**src/rtl/slsfr_pkg.sv**
```systemverilog
// ----------------------------------------------------------------------------
// slsfr_pkg
// Shared types and codes for the sync/length/sum frame receiver.
// ----------------------------------------------------------------------------
package slsfr_pkg;

	localparam int unsigned BYTE_W   = 8;
	localparam int unsigned STATUS_W = 2;
	localparam int unsigned PHASE_W  = 3;
	localparam int unsigned CFG_IDX_W = 2;

	// configuration register indexes
	localparam logic [CFG_IDX_W-1:0] CFG_FIRST_SYNC  = 2'd0;
	localparam logic [CFG_IDX_W-1:0] CFG_SECOND_SYNC = 2'd1;
	localparam logic [CFG_IDX_W-1:0] CFG_ACCEPT_TYPE = 2'd2;

	// receive phases
	localparam logic [PHASE_W-1:0] PH_SYNC1   = 3'd0;
	localparam logic [PHASE_W-1:0] PH_SYNC2   = 3'd1;
	localparam logic [PHASE_W-1:0] PH_LENGTH  = 3'd2;
	localparam logic [PHASE_W-1:0] PH_PAYLOAD = 3'd3;
	localparam logic [PHASE_W-1:0] PH_CHECK   = 3'd4;

	// frame status codes
	localparam logic [STATUS_W-1:0] ST_GOOD    = 2'd0;
	localparam logic [STATUS_W-1:0] ST_BAD_SUM = 2'd1;
	localparam logic [STATUS_W-1:0] ST_BAD_LEN = 2'd2;

	// length byte covers two sync bytes, itself and the checksum
	localparam logic [BYTE_W-1:0] HDR_OVERHEAD = 8'd4;
	localparam logic [BYTE_W-1:0] MIN_LENGTH   = 8'd5;

	typedef struct packed {
		logic [BYTE_W-1:0]   data_byte;
		logic [BYTE_W-1:0]   byte_index;
		logic                frame_end;
		logic [STATUS_W-1:0] frame_status;
		logic                type_matches;
	} result_t;

endpackage

```
**src/rtl/sync_length_sum_frame_receiver.sv**
```systemverilog
// ----------------------------------------------------------------------------
// sync_length_sum_frame_receiver
// Hunts two sync bytes, reads a length byte, forwards payload bytes with
// their index and reports frame status on the checksum byte.
// ----------------------------------------------------------------------------
// One received byte is taken per clock cycle while in_stall is low. The byte
// is decoded combinationally against the receive state and any result lands
// in an output register; a one-entry skid register behind it lets the input
// keep flowing while a result waits, so in_stall rises only once both are full.
// When the output is free, an accepted byte's result appears the cycle after.
module sync_length_sum_frame_receiver (
	input  logic                               clk,
	input  logic                               arst_n,
	input  logic                               cfg_write,
	input  logic [slsfr_pkg::CFG_IDX_W-1:0]    cfg_index,
	input  logic [slsfr_pkg::BYTE_W-1:0]       cfg_data,
	input  logic                               in_valid,
	output logic                               in_stall,
	input  logic [slsfr_pkg::BYTE_W-1:0]       rx_byte,
	output logic                               out_valid,
	input  logic                               out_stall,
	output logic [slsfr_pkg::BYTE_W-1:0]       data_byte,
	output logic [slsfr_pkg::BYTE_W-1:0]       byte_index,
	output logic                               frame_end,
	output logic [slsfr_pkg::STATUS_W-1:0]     frame_status,
	output logic                               type_matches
);

	logic [slsfr_pkg::BYTE_W-1:0]  first_sync_q;
	logic [slsfr_pkg::BYTE_W-1:0]  second_sync_q;
	logic [slsfr_pkg::BYTE_W-1:0]  accept_type_q;

	logic [slsfr_pkg::PHASE_W-1:0] phase_q, phase_d;
	logic [slsfr_pkg::BYTE_W-1:0]  left_q, left_d;
	logic [slsfr_pkg::BYTE_W-1:0]  sum_q, sum_d;
	logic [slsfr_pkg::BYTE_W-1:0]  pos_q, pos_d;
	logic                          tmatch_q, tmatch_d;

	slsfr_pkg::result_t res;
	logic               res_valid;

	slsfr_pkg::result_t out_q, skid_q;
	logic               out_valid_q, skid_valid_q;

	logic accept;
	logic out_free;

	assign in_stall = skid_valid_q;
	assign accept   = in_valid & ~skid_valid_q;
	assign out_free = ~out_valid_q | ~out_stall;

	always_ff @(posedge clk or negedge arst_n) begin
		if (!arst_n) begin
			first_sync_q  <= '0;
			second_sync_q <= '0;
			accept_type_q <= '0;
		end else if (cfg_write) begin
			case (cfg_index)
				slsfr_pkg::CFG_FIRST_SYNC:  first_sync_q  <= cfg_data;
				slsfr_pkg::CFG_SECOND_SYNC: second_sync_q <= cfg_data;
				slsfr_pkg::CFG_ACCEPT_TYPE: accept_type_q <= cfg_data;
				default: ;
			endcase
		end
	end

	always_comb begin
		phase_d   = phase_q;
		left_d    = left_q;
		sum_d     = sum_q;
		pos_d     = pos_q;
		tmatch_d  = tmatch_q;
		res_valid = 1'b0;
		res       = '{data_byte: rx_byte, byte_index: '0, frame_end: 1'b0,
			frame_status: slsfr_pkg::ST_GOOD, type_matches: 1'b0};
		case (phase_q)
			slsfr_pkg::PH_SYNC1: begin
				if (rx_byte == first_sync_q) begin
					sum_d   = rx_byte;
					phase_d = slsfr_pkg::PH_SYNC2;
				end
			end
			slsfr_pkg::PH_SYNC2: begin
				if (rx_byte == second_sync_q) begin
					sum_d   = sum_q + rx_byte;
					phase_d = slsfr_pkg::PH_LENGTH;
				end else begin
					phase_d = slsfr_pkg::PH_SYNC1;
				end
			end
			slsfr_pkg::PH_LENGTH: begin
				if (rx_byte < slsfr_pkg::MIN_LENGTH) begin
					phase_d            = slsfr_pkg::PH_SYNC1;
					res_valid          = 1'b1;
					res.frame_end      = 1'b1;
					res.frame_status   = slsfr_pkg::ST_BAD_LEN;
				end else begin
					sum_d    = sum_q + rx_byte;
					left_d   = rx_byte - slsfr_pkg::HDR_OVERHEAD;
					pos_d    = '0;
					tmatch_d = 1'b0;
					phase_d  = slsfr_pkg::PH_PAYLOAD;
				end
			end
			slsfr_pkg::PH_PAYLOAD: begin
				if (pos_q == '0)
					tmatch_d = (rx_byte == accept_type_q);
				sum_d  = sum_q + rx_byte;
				pos_d  = pos_q + 8'd1;
				left_d = left_q - 8'd1;
				// last payload byte when the counter is about to hit zero
				if (left_q == 8'd1)
					phase_d = slsfr_pkg::PH_CHECK;
				res_valid      = 1'b1;
				res.byte_index = pos_q;
			end
			slsfr_pkg::PH_CHECK: begin
				phase_d          = slsfr_pkg::PH_SYNC1;
				res_valid        = 1'b1;
				res.frame_end    = 1'b1;
				res.frame_status = (rx_byte == sum_q) ? slsfr_pkg::ST_GOOD
					: slsfr_pkg::ST_BAD_SUM;
				res.type_matches = tmatch_q;
			end
			default: begin
				phase_d = slsfr_pkg::PH_SYNC1;
			end
		endcase
	end

	always_ff @(posedge clk or negedge arst_n) begin
		if (!arst_n) begin
			phase_q  <= slsfr_pkg::PH_SYNC1;
			left_q   <= '0;
			sum_q    <= '0;
			pos_q    <= '0;
			tmatch_q <= 1'b0;
		end else if (accept) begin
			phase_q  <= phase_d;
			left_q   <= left_d;
			sum_q    <= sum_d;
			pos_q    <= pos_d;
			tmatch_q <= tmatch_d;
		end
	end

	// output register with skid entry; while the skid holds a request no byte
	// is accepted, so the two never compete for the output slot
	always_ff @(posedge clk or negedge arst_n) begin
		if (!arst_n) begin
			out_valid_q  <= 1'b0;
			skid_valid_q <= 1'b0;
		end else if (out_free) begin
			if (skid_valid_q) begin
				out_valid_q  <= 1'b1;
				skid_valid_q <= 1'b0;
			end else begin
				out_valid_q <= accept & res_valid;
			end
		end else if (accept && res_valid) begin
			skid_valid_q <= 1'b1;
		end
	end

	always_ff @(posedge clk) begin
		if (out_free) begin
			if (skid_valid_q)
				out_q <= skid_q;
			else if (accept && res_valid)
				out_q <= res;
		end else if (accept && res_valid) begin
			skid_q <= res;
		end
	end

	assign out_valid    = out_valid_q;
	assign data_byte    = out_q.data_byte;
	assign byte_index   = out_q.byte_index;
	assign frame_end    = out_q.frame_end;
	assign frame_status = out_q.frame_status;
	assign type_matches = out_q.type_matches;

endmodule

```
**config.mk**
```make
export PLATFORM = sky130hd
export DESIGN_NAME = sync_length_sum_frame_receiver
export DESIGN_NICKNAME = d
export VERILOG_FILES = /design/src/rtl/slsfr_pkg.sv /design/src/rtl/sync_length_sum_frame_receiver.sv
export SDC_FILE = /design/constraint.sdc
export NUM_CORES = 1
export LEC_CHECK = 0
export BUFFER_PORTS_ARGS = -buffer_cell sky130_fd_sc_hd__buf_2
export CORE_MARGIN = 8
export CORE_UTILIZATION = 35
export DETAILED_ROUTE_END_ITERATION = 6
export SYNTH_ARGS = -nofsm -noshare
export SYNTH_HDL_FRONTEND = slang
export SYNTH_SLANG_ARGS = --single-unit
```
**constraint.sdc**
```tcl
create_clock -name clk -period 5.31 [get_ports clk]
set_input_delay 0.2655 -clock clk [delete_from_list [all_inputs] [get_ports clk]]
set_output_delay 0.2655 -clock clk [all_outputs]
set_load 0.02 [all_outputs]
```
Word level (Yosys, flattened, before mapping)
Index checks and enable logic that the tools add are counted.
Storage, ports and cells
  bits in registers: 94
  output and inout port bits: 22
  word-level logic and storage cells: 94
Cells by class
  $add $sub $neg: 4
  magnitude comparators: 1
  eq/ne operators: 16
  muxes and demuxes: 28
  bitwise operators: 7
  reductions and logical operators: 18
Operator list (count)
  8-bit 2-to-1 mux: 6
  20-bit 2-to-1 mux: 2
  8-bit equality test: 4
  8-bit one-hot mux with 2 select lines: 2
  8-bit one-hot mux with 4 select lines: 1
  3-bit one-hot mux with 4 select lines: 1
  2-bit != test (second input constant): 5
  2-bit AND reduction: 5
  3-bit 2-to-1 mux: 3
  8-bit by 1-bit adder with 8-bit output (second input constant): 1
  8-bit adder: 1
  8-bit by 1-bit equality test with 1-bit output (second input constant): 1
  8-bit logical NOT: 1
  8-bit by 3-bit less-than comparator with 1-bit output (second input constant): 1
  1-bit 2-to-1 mux: 8
  8-bit by 1-bit subtractor with 8-bit output (second input constant): 1
  8-bit by 3-bit subtractor with 8-bit output (second input constant): 1
  3-bit by 2-bit equality test with 1-bit output (second input constant): 2
  3-bit one-hot mux with 2 select lines: 1
  3-bit AND reduction: 2
  2-bit nonzero test: 3
  5-bit AND reduction: 1
  2-bit 2-to-1 mux: 2
  1-bit NOT: 4
  13 further kinds: 15

Depth between registers and ports, before layout
  depth after elaboration: 6
  gate-level depth with buffers: 11
  gate-level depth less buffers: 10

Least setup slack after synthesis
Ideal clock, no wire load.
  path kind: input to register
  start: input port rx_byte[3] (netlist name)
  end: register skid_q[0] (netlist name) (enable)
  data arrival time: 2.928 ns
  required time: 4.882 ns
  setup slack: 1.954 ns
  stages on the path: 5
  path buffers: 1
  cell sequence: buf_6 > or4_4 > nor3_1 > o21ai_0 > a211oi_1
On the way
  word-level cells in the longest chain between the ends: 5
RTL lines
  start: declaration: RTL line sync_length_sum_frame_receiver.sv:19  | input logic [slsfr_pkg::BYTE_W-1:0] rx_byte,
  8-bit by 3-bit less-than comparator with 1-bit output: RTL line sync_length_sum_frame_receiver.sv:92  | if (rx_byte < slsfr_pkg::MIN_LENGTH) begin
  1-bit 2-to-1 mux: RTL line sync_length_sum_frame_receiver.sv:92
  1-bit one-hot mux with 2 select lines: RTL line sync_length_sum_frame_receiver.sv:76  | case (phase_q)
  1-bit logical AND: RTL line sync_length_sum_frame_receiver.sv:171  | end else if (accept && res_valid) begin
  2-bit AND reduction (no line)
  end signal: assignment: RTL line sync_length_sum_frame_receiver.sv:172  | skid_q <= res;
  end: declaration: RTL line sync_length_sum_frame_receiver.sv:42  | slsfr_pkg::result_t out_q, skid_q;
Every way passes these cells.
A chain may end at the register's enable or synchronous reset.

Final worst setup path
  start: register phase_q[1] (netlist name)
  end: register out_q (netlist bit data_byte[2]) (enable)
On the way
  word-level cells in the longest chain between the ends: 6
  elaborated cells on any way between the ends: 8
  classes of those cells: eq/ne: 3; mux: 1; reduce/logical: 4
RTL lines
  start: declaration: RTL line sync_length_sum_frame_receiver.sv:33  | logic [slsfr_pkg::PHASE_W-1:0] phase_q, phase_d;
  start signal: assignment: RTL line sync_length_sum_frame_receiver.sv:133  | phase_q <= slsfr_pkg::PH_SYNC1;
  start signal: assignment: RTL line sync_length_sum_frame_receiver.sv:139  | phase_q <= phase_d;
  3-bit equality test / 3-bit by 2-bit equality test with 1-bit output (equally long branches): RTL line sync_length_sum_frame_receiver.sv:76
  2-bit OR reduction (no line)
  1-bit one-hot mux with 2 select lines *: RTL line sync_length_sum_frame_receiver.sv:76
  1-bit logical AND *: RTL line sync_length_sum_frame_receiver.sv:169  | else if (accept && res_valid)
  2-bit nonzero test (no line) *
  2-bit AND reduction (no line) *
  end signal: assignment: RTL line sync_length_sum_frame_receiver.sv:168  | out_q <= skid_q;
  end signal: assignment: RTL line sync_length_sum_frame_receiver.sv:170  | out_q <= res;
  end: declaration: RTL line sync_length_sum_frame_receiver.sv:42
Mark *: on every way between the ends. The rest lies on a longest branch, timed or not.

==> results by group <==
Run status
  • Outcome: finished clean

GRT
  • GRT Util Overall: 0.123
  • Largest net degree at the start of global routing: 55
  • GR Overflow Total: 0
  • GR peak layer: met2
  • Vias in the first global route: 3364
  • First-pass GRT wire length: 17600 um
  • Met3 Use GR: 0.0343
  • Routing usage on met1: 0.155
  • Initial antenna violation count: 0
  • Met2 Use GR: 0.203

Worst setup path
  • Critical path peak fanout: 20
  • CP Launch Type: flip-flop
  • Critical Path RT: 5.27 ns
  • WP data arrival: 2.69 ns
  • Worst R2R Setup Slack: 2.58 ns
  • Setup CP Type: reg2reg
  • Worst path buffer plus inverter count: 0
  • CP max-delay cell: a21oi_2
  • CP delay by family, top: compound AO/OA/AOI/OAI gates
  • Critical Path Max Stage Delay: 0.82 ns
  • Crit-path cells: nor2b_1, o21ai_0, nand2_1, a21oi_1, a21oi_2
  • Crit path capture type: flip-flop

Synthesis
  • Yosys reg bits: 94
  • Post-Synthesis Net Count: 467
  • Synthesized cell area: 4840 um^2
  • Synth cell types: 52
  • Seq/Total Area, Yosys: 0.527
  • Top cells by area, synth: dfrtp_1, edfxtp_1, mux2_2, xor2_1, o21ai_0
  • Post-synthesis async set-or-reset flop share: 0.574
  • Main synth FF type: dfrtp_1
  • Syn Inst Count: 430
  • Synth area leader: dfrtp_1
  • Post-synth EDFFs: 40
  • Yosys warnings: 0
  • Mean Syn Cell Area: 11.3 um^2
  • Synth top area share: 0.279

Timing
  • Worst Tran Pin Value: 1.05 ns
  • Fin crit share: 0.514
  • Unrepaired setup endpoints after global routing: no
  • Final clock skew: 0.00321 ns
  • Setup total negative slack: 0 ns
  • Slew Viols, Final: 0
  • Final Critical Period: 2.73 ns
  • Fmax: 367 MHz
  • Hold Vio Cnt, Final: 0
  • Slew margin rel.: 0.302
  • Final setup vio count: 0

Floorplan
  • Ports: 45
  • DIE HEIGHT: 134 um
  • Die X: 134 um
  • Die ar.: 17900 um^2
  • # rows: 43
  • Starting density of the core: 0.353
  • Core area: 13700 um^2

Min path
  • Hold WC Path Type: in2async

Place
  • Port buffer count: 44
  • Placer congestion estimate: 0.780
  • Placed insts: 634
  • Post-DP HPWL: 7550 um

Final layout
  • Nets: 502
  • ANT cells: 0
  • Area delta synth->final: 13.9%
  • Non-filler instance count after layout: 650
  • Share of cells above drive strength 1: 0.245

Clock tree
  • CTS tree: yes
  • Setup Buffers After CTS: 0
  • Clk_lat worst skew: 0.34 ns
  • Root Driver: clkbuf_16
  • CTS sink cnt: 94
  • # resized after CTS: 0
  • H-tree levels: 3
  • Clock Tree Buf Depth: 2
  • Clk slew on worst S/H paths: 0.06 ns
  • # hold bufs at CTS: 0
  • TritonCTS Buffers: 9

Job
  • Max cap viols: 0

Pwr
  • Net Sw Frac: 0.258
  • Cell Pwr Density: 338 nW/um^2
  • Internal power: 0.00138 W
  • Logic pwr share: 0.168
  • Leakage power: 2.23 nW
  • Clock share of power: 0.365
  • VDD IR max: 0.226 mV
  • NetSw: 0.000481 W
  • Sequential power share: 0.468

Routing
  • Via density: 5.06
  • 1st-pass router iterations: 4
  • Via count: 3288
  • WL/cell: 16.2 um
  • Starting DRC count in detailed routing: 172
  • Final ANT Viol Nets: 0
  • DRC errors left: 0
  • WL final: 10500 um
placed cells by master, fill, tap and decap left out, types with 2 or more instances in the layout:
cell type / n
a211oi_2: 3
edfxtp_1: 40
and3_1: 10
or2_2: 2
nor2b_1: 4
nand3b_1: 3
nor2_1: 22
buf_4: 4
nand2_1: 36
buf_2: 44
a31oi_1: 2
mux2_2: 39
o21ai_0: 35
o22ai_1: 3
a211oi_1: 4
inv_1: 12
dfrtp_1: 54
clkinvlp_4: 2
nand4_1: 2
o21a_1: 3
clkbuf_16: 9
a21o_1: 2
xnor2_1: 3
nand2b_1: 6
o41ai_1: 2
nand3_1: 12
o31ai_1: 5
nor3_1: 10
nor4_1: 10
clkbuf_1: 2
xor2_1: 28
a21oi_1: 17
mux2i_1: 2
ha_1: 13
a22o_1: 3
bufinv_16: 2
flip-flops by register name, summed over array words and instances (netlist names):
register,flops
in_stall,1
pos_q,8
phase_q,3
second_sync_q,8
data_byte,8
first_sync_q,8
tmatch_q,1
frame_end,1
sum_q,8
frame_status,2
type_matches,1
left_q,8
accept_type_q,8
skid_q,20
byte_index,8
out_valid,1
Yosys cell counts (11+ instances only):
cell / number
a21oi_1: 18
edfxtp_1: 40
mux2_2: 39
dfrtp_1: 54
nand2_1: 36
inv_1: 12
nor3_1: 11
ha_1: 13
xor2_1: 28
o21ai_0: 35
nor2_1: 22
nand3_1: 12
per-layer routing:
layer  share of wire  up-vias  wire (um)
li1                -     1631          -
met1            0.45     1586       4730
met2            0.50       62       5220
met3           0.045        9        478
met4          0.0098        0        103
met5               0        -          0
logic make-up after synthesis:
logic type	Yosys count	synth area share
adder cells (fa/ha/maj)	14	0.0377
buffers and inverters	36	0.0369
XOR/XNOR	31	0.0561
AND/OR/NAND/NOR	130	0.140
AO/OA/AOI/OAI	84	0.108
flip-flops	94	0.527
multiplexers	41	0.0948
worst paths after layout:
check                                 start               end  cells after the start
worst max register to register   phase_q[1]      data_byte[2]                      5
worst min register to register     sum_q[2]          sum_q[2]                      2
max in group asynchronous            arst_n          sum_q[0]                      2
worst min-delay path                 arst_n          in_stall                      2
min in group clk                cfg_data[3]  accept_type_q[3]                      2
worst max-delay path             phase_q[1]      data_byte[2]                      5
layout make-up:
| type | count | area [um^2] |
|---|---|---|
| Inverter | 12 | 45.0 |
| Sequential cell | 94 | 2550 |
| Clock buffer | 11 | 233 |
| Tap cell | 180 | 225 |
| Timing Repair Buffer | 48 | 250 |
| Clock inverter | 5 | 83.8 |
| Multi-Input combinational cell | 300 | 2130 |
| Fill cell | 1325 | 8200 |
power groups by stage:
stage	Clock (W)	Sequential, W	Combinational, W
2_1_floorplan	0	0.000870	0.000245
4_1_cts	0.000691	0.000871	0.000315
5_1_grt	0.000723	0.000879	0.000355
3_5_place_dp	0	0.000885	0.000314
6_report	0.000681	0.000872	0.000313
3_3_place_gp	0	0.000882	0.000307
per-stage QoR:
stage / worst slack, ns / util / hold slack (ns) / power [W] / area (um^2)
2_1_floorplan: 1.95 / - / -0.0301 / 0.00111 / 4840
3_3_place_gp: 2.42 / 0.379 / 0.462 / 0.00119 / 5200
3_5_place_dp: 2.31 / 0.379 / 0.467 / 0.00120 / 5200
4_1_cts: 2.56 / 0.402 / 0.106 / 0.00188 / 5520
5_1_grt: 2.20 / 0.402 / 0.119 / 0.00196 / 5520
6_report: 2.58 / 0.402 / 0.0386 / 0.00187 / 5520
(Power assumes the default switching activity.)
